## src/rtl/rqsjf_pkg.sv

```systemverilog
// package: shared types and constants of the job ready queue
`default_nettype none
package rqsjf_pkg;

  localparam int QUEUE_DEPTH_DEF = 16;
  localparam int ID_W            = 8;
  localparam int DUR_W           = 16;
  localparam int POLICY_W        = 2;

  localparam logic [POLICY_W-1:0] POLICY_FCFS  = 2'd0;
  localparam logic [POLICY_W-1:0] POLICY_SJF   = 2'd1;
  localparam logic [POLICY_W-1:0] POLICY_AGING = 2'd2;

  localparam logic MODE_ENQ = 1'b0;
  localparam logic MODE_DEQ = 1'b1;

  typedef struct packed {
    logic             mode;
    logic [ID_W-1:0]  job_id;
    logic [DUR_W-1:0] job_duration;
    logic             job_started;
  } job_t;

  typedef struct packed {
    logic             out_valid;
    logic [ID_W-1:0]  out_job_id;
    logic [DUR_W-1:0] out_duration;
    logic             overflow;
    logic             now_empty;
  } result_t;

  typedef struct packed {
    logic             enq;
    logic             deq;
    logic             fcfs;
    logic             front;
    logic             aging;
    logic [ID_W-1:0]  new_id;
    logic [DUR_W-1:0] new_dur;
  } cell_ctrl_t;

endpackage
`default_nettype wire

```

## src/rtl/rqsjf_cell.sv

```systemverilog
// one queue slot: holds a job and shifts with its neighbors
`default_nettype none
module rqsjf_cell
  import rqsjf_pkg::*;
#(
  parameter int QUEUE_DEPTH = QUEUE_DEPTH_DEF,
  parameter int INDEX       = 0,
  localparam int OCC_W      = $clog2(QUEUE_DEPTH + 1)
) (
  input  wire logic             clk,
  input  wire cell_ctrl_t       ctrl,
  input  wire logic [OCC_W-1:0] occ,
  input  wire logic             ge_in,
  output logic                  ge_out,
  input  wire logic [ID_W-1:0]  left_id,
  input  wire logic [DUR_W-1:0] left_dur,
  input  wire logic [ID_W-1:0]  right_id,
  input  wire logic [DUR_W-1:0] right_dur,
  output logic [ID_W-1:0]       slot_id,
  output logic [DUR_W-1:0]      slot_dur
);

  logic occupied;
  logic at_tail;
  logic hit;
  logic dec;

  always_comb begin
    occupied = OCC_W'(INDEX) < occ;
    at_tail  = OCC_W'(INDEX) == occ;
    if (ctrl.fcfs) begin
      hit = at_tail;
    end else if (ctrl.front) begin
      hit = (INDEX == 0);
    end else begin
      hit = (occupied && (slot_dur > ctrl.new_dur)) || at_tail;
    end
    ge_out = ge_in | hit;
    dec    = ctrl.aging && (right_dur != '0);
  end

  always_ff @(posedge clk) begin
    if (ctrl.enq) begin
      if (hit && !ge_in) begin
        slot_id  <= ctrl.new_id;
        slot_dur <= ctrl.new_dur;
      end else if (ge_in) begin
        slot_id  <= left_id;
        slot_dur <= left_dur;
      end
    end else if (ctrl.deq) begin
      slot_id  <= right_id;
      slot_dur <= right_dur - DUR_W'(dec);
    end
  end

endmodule
`default_nettype wire

```

## src/rtl/ready_queue_sjf_aging.sv

```systemverilog
// top level: job ready queue with fcfs, sjf and aging policies
//
// usage: a job transaction (job_valid, job_stall, job) either enqueues a job
// or dequeues the head. every accepted job transaction produces exactly one
// result transaction (res_valid, res_stall, res), in order.
// latency: the result is registered and appears the cycle after acceptance.
// throughput: one transaction per cycle while job_stall is low; all slots
// shift at once, the insert position found by a compare in every slot and a
// prefix chain from head to tail. the user must write the policy register
// through cfg_we / cfg_data only while idle; the block does not enforce it.
// reset (rst, synchronous) empties the queue, clears the result valid flag
// and sets the policy to first come first served.
// while a result waits and res_stall is high, job_stall is raised and no
// new job transaction is taken; the held result does not change.
`default_nettype none
module ready_queue_sjf_aging
  import rqsjf_pkg::*;
#(
  parameter int QUEUE_DEPTH = QUEUE_DEPTH_DEF
) (
  input  wire logic                clk,
  input  wire logic                rst,
  input  wire logic                cfg_we,
  input  wire logic [POLICY_W-1:0] cfg_data,
  input  wire logic                job_valid,
  output logic                     job_stall,
  input  wire job_t                job,
  output logic                     res_valid,
  input  wire logic                res_stall,
  output result_t                  res
);

  localparam int OCC_W = $clog2(QUEUE_DEPTH + 1);

  logic [POLICY_W-1:0] policy;
  logic [OCC_W-1:0]    occ;
  logic [OCC_W-1:0]    occ_next;
  logic                accept;
  logic                full;
  logic                empty;
  cell_ctrl_t          ctrl;
  result_t             res_next;

  logic [ID_W-1:0]  cell_id  [QUEUE_DEPTH];
  logic [DUR_W-1:0] cell_dur [QUEUE_DEPTH];
  logic [QUEUE_DEPTH:0] ge;

  assign job_stall = res_valid && res_stall;
  assign accept    = job_valid && !job_stall;
  assign full      = (occ == OCC_W'(QUEUE_DEPTH));
  assign empty     = (occ == '0);

  always_comb begin
    ctrl.enq     = accept && (job.mode == MODE_ENQ) && !full;
    ctrl.deq     = accept && (job.mode == MODE_DEQ) && !empty;
    ctrl.fcfs    = (policy == POLICY_FCFS);
    ctrl.aging   = policy[1];
    ctrl.front   = policy[1] && !empty && job.job_started && (cell_dur[0] == job.job_duration);
    ctrl.new_id  = job.job_id;
    ctrl.new_dur = job.job_duration;
  end

  always_comb begin
    occ_next = occ;
    if (ctrl.enq) begin
      occ_next = occ + OCC_W'(1);
    end else if (ctrl.deq) begin
      occ_next = occ - OCC_W'(1);
    end
  end

  always_comb begin
    res_next.out_valid    = ctrl.deq;
    res_next.out_job_id   = ctrl.deq ? cell_id[0] : '0;
    res_next.out_duration = ctrl.deq ? cell_dur[0] : '0;
    res_next.overflow     = accept && (job.mode == MODE_ENQ) && full;
    res_next.now_empty    = (occ_next == '0);
  end

  assign ge[0] = 1'b0;

  for (genvar i = 0; i < QUEUE_DEPTH; i++) begin : g_cell
    logic [ID_W-1:0]  l_id;
    logic [DUR_W-1:0] l_dur;
    logic [ID_W-1:0]  r_id;
    logic [DUR_W-1:0] r_dur;
    if (i == 0) begin : g_head
      assign l_id  = job.job_id;
      assign l_dur = job.job_duration;
    end else begin : g_body
      assign l_id  = cell_id[i-1];
      assign l_dur = cell_dur[i-1];
    end
    if (i == QUEUE_DEPTH - 1) begin : g_tail
      assign r_id  = cell_id[i];
      assign r_dur = cell_dur[i];
    end else begin : g_inner
      assign r_id  = cell_id[i+1];
      assign r_dur = cell_dur[i+1];
    end
    rqsjf_cell #(
      .QUEUE_DEPTH(QUEUE_DEPTH),
      .INDEX      (i)
    ) u_cell (
      .clk      (clk),
      .ctrl     (ctrl),
      .occ      (occ),
      .ge_in    (ge[i]),
      .ge_out   (ge[i+1]),
      .left_id  (l_id),
      .left_dur (l_dur),
      .right_id (r_id),
      .right_dur(r_dur),
      .slot_id  (cell_id[i]),
      .slot_dur (cell_dur[i])
    );
  end

  always_ff @(posedge clk) begin
    if (rst) begin
      policy    <= POLICY_FCFS;
      occ       <= '0;
      res_valid <= 1'b0;
    end else begin
      if (cfg_we) begin
        policy <= cfg_data;
      end
      occ <= occ_next;
      if (accept) begin
        res_valid <= 1'b1;
      end else if (!res_stall) begin
        res_valid <= 1'b0;
      end
    end
  end

  always_ff @(posedge clk) begin
    if (accept) begin
      res <= res_next;
    end
  end

  a_occ_bound: assert property (@(posedge clk) disable iff (rst)
    occ <= OCC_W'(QUEUE_DEPTH))
    else $error("occupancy above depth");

  a_enq_grows: assert property (@(posedge clk) disable iff (rst)
    ctrl.enq |=> occ == $past(occ) + OCC_W'(1))
    else $error("enqueue did not grow the queue");

  a_slot_found: assert property (@(posedge clk) disable iff (rst)
    ctrl.enq |-> ge[QUEUE_DEPTH])
    else $error("enqueue found no insert slot");

  a_empty_deq: assert property (@(posedge clk) disable iff (rst)
    accept && (job.mode == MODE_DEQ) && empty |=>
      res_valid && !res.out_valid && res.now_empty)
    else $error("dequeue from empty queue misreported");

  a_ovf_no_job: assert property (@(posedge clk) disable iff (rst)
    res_valid && res.overflow |-> !res.out_valid && !res.now_empty)
    else $error("overflow result carries a job");

endmodule
`default_nettype wire

```

## config.mk

```make
export PLATFORM = sky130hd
export DESIGN_NAME = ready_queue_sjf_aging
export DESIGN_NICKNAME = d
export VERILOG_FILES = /design/src/rtl/rqsjf_pkg.sv /design/src/rtl/rqsjf_cell.sv /design/src/rtl/ready_queue_sjf_aging.sv
export SDC_FILE = /design/constraint.sdc
export NUM_CORES = 2
export LEC_CHECK = 0
export BUFFER_PORTS_ARGS = -buffer_cell sky130_fd_sc_hd__buf_2
export CAP_MARGIN = 20
export CORE_MARGIN = 3
export CORE_UTILIZATION = 65
export CTS_CLUSTER_DIAMETER = 60
export DETAILED_ROUTE_END_ITERATION = 8
export PLACE_DENSITY = 0.87
export SLEW_MARGIN = 20
export SYNTH_ARGS = -nofsm -noshare
export SYNTH_HDL_FRONTEND = slang
export SYNTH_SLANG_ARGS = --single-unit
```

## constraint.sdc

```tcl
create_clock -name clk -period 6.5 [get_ports clk]
set_clock_uncertainty 0.05 [all_clocks]
set_input_delay 0.325 -clock clk [delete_from_list [all_inputs] [get_ports clk]]
set_output_delay 0.325 -clock clk [all_outputs]
set_load 0.01 [all_outputs]
```

Word-level counts from Yosys, hierarchy flattened
Cells that the tools add are included.
{ "classes": {"magnitude_cmp": 32, "reduce_logical": 127, "n_addsub": 17, "n_eq_ne": 34, "bitwise_logic": 15, "n_mux": 159} }
{ "op_table": {"columns": ["operator", "count"], "rows": [
  ["2-to-1 mux 16 bit", 62],
  ["2-to-1 mux 8 bit", 61],
  ["greater-than comparator 16 bit", 16],
  ["nonzero test 16 bit", 15],
  ["subtractor 16 x 1 -> 16 bit", 15],
  ["logical AND 1 bit", 56],
  ["!= test 3 x 1 -> 1 bit, second input constant", 15],
  ["== test 4 x 5 -> 1 bit, first input constant", 8],
  ["< comparator 4 x 5 -> 1 bit, first input constant", 8],
  ["2-to-1 mux 1 bit", 34],
  ["AND reduction 2 bit", 17],
  ["== test 3 x 5 -> 1 bit, first input constant", 4],
  ["< comparator 3 x 5 -> 1 bit, first input constant", 4],
  ["zero test 1 bit", 18],
  ["== test 16 bit", 1],
  ["logical OR 1 bit", 16],
  ["OR 1 bit", 14],
  ["== test 2 x 5 -> 1 bit, first input constant", 2],
  ["zero test 5 bit", 2],
  ["< comparator 1 x 5 -> 1 bit, first input constant", 2],
  ["< comparator 2 x 5 -> 1 bit, first input constant", 2],
  ["2-to-1 mux 5 bit", 2],
  ["adder 5 x 1 -> 5 bit, second input constant", 1],
  ["== test 1 x 5 -> 1 bit, first input constant", 1],
  ["6 further kinds", 8]
]} }
{ "word_totals": {"word_cells": 424, "inputBits": 33, "regBits": 419} }

Longest topological paths before layout
{ "depth": {"word_depth": 25, "mapped_depth": 15, "mapped_depth_nobuf": 13} }

Cells and area by module
Synthesis repeated with hierarchy kept, for this count alone.
{ "hier_totals": {"hier_cells": 3799, "area_unflattened_um2": 35348.9} }
{ "by_module_without_submodules": {"columns": ["mod", "area_each_um2", "cells_per_inst", "seq_area_each_um2", "n_inst"], "rows": [
  ["rqsjf_cell at g_cell[9].u_cell", 2441.1, 284, 720.7, 1],
  ["rqsjf_cell at g_cell[0].u_cell", 2184.6, 244, 720.7, 1],
  ["rqsjf_cell at g_cell[11].u_cell", 2172.1, 234, 720.7, 1],
  ["rqsjf_cell at g_cell[14].u_cell", 2150.8, 231, 720.7, 1],
  ["rqsjf_cell at g_cell[12].u_cell", 2138.3, 236, 720.7, 1],
  ["rqsjf_cell at g_cell[8].u_cell", 2137.0, 247, 720.7, 1],
  ["rqsjf_cell at g_cell[2].u_cell", 2127.0, 239, 720.7, 1],
  ["rqsjf_cell at g_cell[7].u_cell", 2102.0, 228, 720.7, 1],
  ["rqsjf_cell at g_cell[5].u_cell", 2087.0, 228, 720.7, 1],
  ["rqsjf_cell at g_cell[13].u_cell", 2058.2, 227, 720.7, 1],
  ["rqsjf_cell at g_cell[1].u_cell", 2033.2, 209, 720.7, 1],
  ["rqsjf_cell at g_cell[10].u_cell", 2010.7, 212, 720.7, 1],
  ["rqsjf_cell at g_cell[6].u_cell", 2008.2, 209, 720.7, 1],
  ["rqsjf_cell at g_cell[3].u_cell", 1999.4, 207, 720.7, 1],
  ["+3 rows", null, null, null, null]
]} }

Least setup slack after synthesis
Ideal clock, no wire load.
{ "synth_timing": {"path_kind": "in2reg", "startpoint": "in job[11] (netlist bit)", "endpoint": "reg g_cell[14].u_cell.slot_dur[0] (enable)", "cell_stages": 12, "arrival_time_ns": 4.398, "setup_slack_ns": 1.613, "cell_sequence": "inv_1 ha_1 nand4_1 nor4_4 and4_1 buf_4 a311o_1 nor4b_2 and3_1 buf_2 and3_1 o21ai_0"} }
{ "synth_via": {"elab_chain_len": 22} }
{ "synth_rtl": {"columns": ["element", "line", "text"], "rows": [
  ["start: declaration", "ready_queue_sjf_aging.sv:27", "input wire job_t job,"],
  ["greater-than comparator 16 bit", "rqsjf_cell.sv:36", "hit = (occupied && (slot_dur > ctrl.new_dur)) || at_tail;"],
  ["logical AND 1 bit", "rqsjf_cell.sv:36", null],
  ["logical OR 1 bit", "rqsjf_cell.sv:36", null],
  ["2-to-1 mux 1 bit", "rqsjf_cell.sv:33", "end else if (ctrl.front) begin"],
  ["2-to-1 mux 1 bit", "rqsjf_cell.sv:31", "if (ctrl.fcfs) begin"],
  ["OR 1 bit (13 in series)", "rqsjf_cell.sv:38", "ge_out = ge_in | hit;"],
  ["zero test 1 bit", "rqsjf_cell.sv:44", "if (hit && !ge_in) begin"],
  ["logical AND 1 bit", "rqsjf_cell.sv:44", null],
  ["!= test 3 x 1 -> 1 bit (no line) (*)", null, null],
  ["AND reduction 2 bit (no line) (*)", null, null],
  ["end signal: assignment", "rqsjf_cell.sv:46", "slot_dur <= ctrl.new_dur;"],
  ["end signal: assignment", "rqsjf_cell.sv:49", "slot_dur <= left_dur;"],
  ["end signal: assignment", "rqsjf_cell.sv:53", "slot_dur <= right_dur - DUR_W'(dec);"],
  ["end: declaration", "rqsjf_cell.sv:20", "output logic [DUR_W-1:0] slot_dur"]
]} }
Every way passes the cells marked *; elsewhere a longest branch is shown, timed or not.
A chain may end at the register's enable or synchronous reset.

Worst setup path in the final report
{ "layout_timing": {"startpoint": "in job[4] (netlist bit)", "endpoint": "reg g_cell[13].u_cell.slot_dur[12] (data pin)"} }
{ "layout_via": {"elab_chain_len": 21} }
{ "layout_rtl": {"columns": ["element", "line", "text"], "rows": [
  ["greater-than comparator 16 bit", "rqsjf_cell.sv:36", null],
  ["logical AND 1 bit", "rqsjf_cell.sv:36", null],
  ["logical OR 1 bit", "rqsjf_cell.sv:36", null],
  ["2-to-1 mux 1 bit", "rqsjf_cell.sv:33", null],
  ["2-to-1 mux 1 bit", "rqsjf_cell.sv:31", null],
  ["OR 1 bit (12 in series)", "rqsjf_cell.sv:38", null],
  ["zero test 1 bit", "rqsjf_cell.sv:44", null],
  ["logical AND 1 bit (*)", "rqsjf_cell.sv:44", null],
  ["2-to-1 mux 16 bit (*)", "rqsjf_cell.sv:44", null],
  ["2-to-1 mux 16 bit (*)", "rqsjf_cell.sv:43", "if (ctrl.enq) begin"],
  ["end signal: assignment", "rqsjf_cell.sv:46", null],
  ["end signal: assignment", "rqsjf_cell.sv:49", null],
  ["end signal: assignment", "rqsjf_cell.sv:53", null],
  ["end: declaration", "rqsjf_cell.sv:20", null]
]} }
Marks and branches as above.

==> impl_metrics.toml <==
[sta]
fin_crit_sh = 0.782
slew_headroom = 0.125
hold_viol_final = 0
period_needed_ns = 5.09
tightest_slew_ns = 1.31
rsz0062_at_grt = "false"
slew_viol_final = 0
setup_violations = 0
final.setup.tns_ns = 0
fmax_mhz = 197
hold_ws_ns = 0.232

[synth]
synth_common_cells = "edfxtp_1, nor2_1, nand2_1"
synth.most_common_cell = "edfxtp_1"
synth_edf_count = 411
syn_avg_cell_area_sq_um = 9.58
synth_area_leader_cell = "edfxtp_1"
ys_ff_latch = 419
synth_flop_cell = "edfxtp_1"
synth_cells = 3300
synth_area_leaders = "edfxtp_1, ha_1, mux2i_1"
ys_warn_count = 0
async_flop_share = 0
syn-num-nets = 3624
syn-cell-area_sq_um = 31600
yosysSeqAreaShare = 0.395
yosysUniqueCellTypes = 88
netlist.area_leader.share = 0.390

[job]
cap_violations = 0

[pwr]
p_clk_frac = 0.259
combPwrFrac = 0.313
p_int_mw = 6.80
p_leak_nw = 12.9
seqPwrFrac = 0.428
swShare = 0.391
power_switching_mw = 4.36
p_per_area_nw_per_um2 = 325
irDropWorstVdd_v = 0.000279

[worst_setup_path]
path_class = "input port to flip-flop"
setup.worst_path.start_class = "input port"
critPathCaptureType = "flip-flop"
slowest_stage = "nor4b_4"
path_cells = "buf_2 -> inv_1 -> ha_1 -> nand4_1 -> nor4_1 -> nand4_1 -> o211ai_1 -> nand4b_4 -> nor4b_4 -> buf_4 -> nor3_1 -> a211oi_1"
required_ns = 6.89
critical_path_arrival_ns = 5.47
slowest_delay_ns = 0.95
reg2reg_slack_ns = 1.69
cp_common_cell = "nand4_1"
worstPathMaxFanout = 15
r2r_cells = 11

[worst_hold_path]
hold_class = "input port to flip-flop"
hold_path_depth = 3

[clock_tree]
cts-buffers-inserted = 51
clockRootBuffer = "clkbuf_16"
cts_htree_levels = 2
cts.sinks = 419
clkTransAtPathRegs_ns = 0.06
insertion_delay_ns = 0.63
cts_tree = "done"
clockBufferDepth = 3

[drt]
avgRoutedWirePerCell_um = 28.9
detail-route-antenna-nets = 0
wl_mm = 115
drt_pass1_iterations = 6
vias = 28986
drc = 0
drt-vias-per-instance = 7.30
drtIter0Drc = 5083

[die]
initial_core_util = 0.660
placementRows = 80
die_w_um = 227
core_sq_um = 47900
die_area_sq_um = 51300
die_h_um = 227
io-pin-count = 62

[grt]
grt_pass1_wl_mm = 168
grt_start_max_net_pins = 196
globalRouteTotalUtil = 0.438
grt_pass1_vias = 27028
globalRoute.totalOverflow = 0
antenna_found_initial = 3

[layout]
nets = 3633
layout-drive-gt1-share = 0.0868
areaGrowthSynthToFinish_pct = 8.55
fin_cells = 3968
nFillCells = 3404

[placement]
io_buffers = 61
place.gp.congestion = 1.07
dp_hpwl_mm = 81.0
dp.cells = 3862

[run_status]
status = "complete, no violations"
final timing paths:
check	from	endpoint
worst max-delay path	job[4]	g_cell[13].u_cell.slot_dur[12]$_DFFE_PP_
worst min register to register	g_cell[0].u_cell.slot_id[6]$_DFFE_PP_	res[24]$_SDFFCE_PN0P_
worst max register to register	g_cell[1].u_cell.slot_dur[11]$_DFFE_PP_	g_cell[13].u_cell.slot_dur[12]$_DFFE_PP_
worst min-delay path	job[25]	res[1]$_DFFE_PP_
routing by layer:
layer | vias up | part of all wire | GRT usage
li1 | 12409 | - | -
met1 | 13509 | 0.36 | 0.594
met2 | 2578 | 0.40 | 0.607
met3 | 486 | 0.18 | 0.161
met4 | 4 | 0.066 | 0.242
met5 | - | 0.00016 | 0
logic make-up (layout without fill, tap and decap cells):
| logic type | count (synthesis) | in the layout | synth area share |
|---|---|---|---|
| AO/OA/AOI/OAI | 693 | 693 | 0.137 |
| XOR/XNOR | 193 | 193 | 0.0535 |
| adder cells (fa/ha/maj) | 291 | 291 | 0.115 |
| buffers and inverters | 251 | 302 | 0.0346 |
| flip-flops | 419 | 419 | 0.395 |
| multiplexers | 250 | 250 | 0.0798 |
| other | 0 | 2 | 0 |
| AND/OR/NAND/NOR | 1203 | 1203 | 0.185 |
power by group through the flow:
stage / registers (mW) / logic (mW) / clock network [mW]
5_1_grt: 4.79 / 3.77 / 2.99
4_1_cts: 4.70 / 3.37 / 2.87
6_report: 4.78 / 3.49 / 2.89
2_1_floorplan: 4.36 / 2.37 / 0
3_3_place_gp: 4.73 / 3.16 / 0
3_5_place_dp: 4.74 / 3.33 / 0
worst max-delay path, delay by kind of cell:
kind / cells / cell delay (ns)
and+or+nand+nor: 6 / 2.31
buffers and inverters: 3 / 1.46
AOI/OAI and AO/OA: 2 / 0.80
adders and majority gates: 1 / 0.54
through the flow:
step,area [sq um],util,setup WS (ns),power (mW)
floorplan,31600,-,1.61,6.73
global placement,32500,0.678,1.16,7.89
detailed placement,32500,0.679,1.12,8.07
CTS,34300,0.716,1.70,10.9
global route,34300,0.716,1.33,11.5
finish,34300,0.716,1.41,11.2
what timing repair did:
item | in CTS | in global routing
endpoints found under the hold margin | 8 | 0
setup buffers | 0 | 0
hold buffers | 9 | 0
resized for setup | 0 | 0
layout make-up:
| type | instances | area [sq um] | share of cell area |
|---|---|---|---|
| tap | 615 | 769 | 0.0224 |
| timing repair buffer | 145 | 1020 | 0.0297 |
| multi-input combinational | 2630 | 18100 | 0.528 |
| clock inverter | 33 | 344 | 0.0100 |
| clock buffer | 62 | 1340 | 0.0390 |
| antenna | 2 | 5.00 | 0.000146 |
| sequential | 419 | 12500 | 0.364 |
| inverter | 62 | 233 | 0.00678 |
cell usage in the layout, fill, tap and decap left out, drive strengths merged, types with 32 or more instances in the layout:
master and count:
edfxtp 411, nor2 342, nand2 294, ha 291, a21oi 257, mux2i 234
o21ai 180, nor3 179, buf 136, xor2 118, nand3 76, xnor2 75
inv 66, nor4 63, clkbuf 62, nand4 54, a221oi 51, a211oi 50
nor2b 39, and3 38, a31oi 36, and2 32
state kept, by name, indices dropped and copies added, names as in the netlist:
signal / flops
res_valid: 1
g_cell.u_cell.slot_id: 128
g_cell.u_cell.slot_dur: 256
occ: 5
policy: 2
res: 27
(Power assumes the default switching activity.)
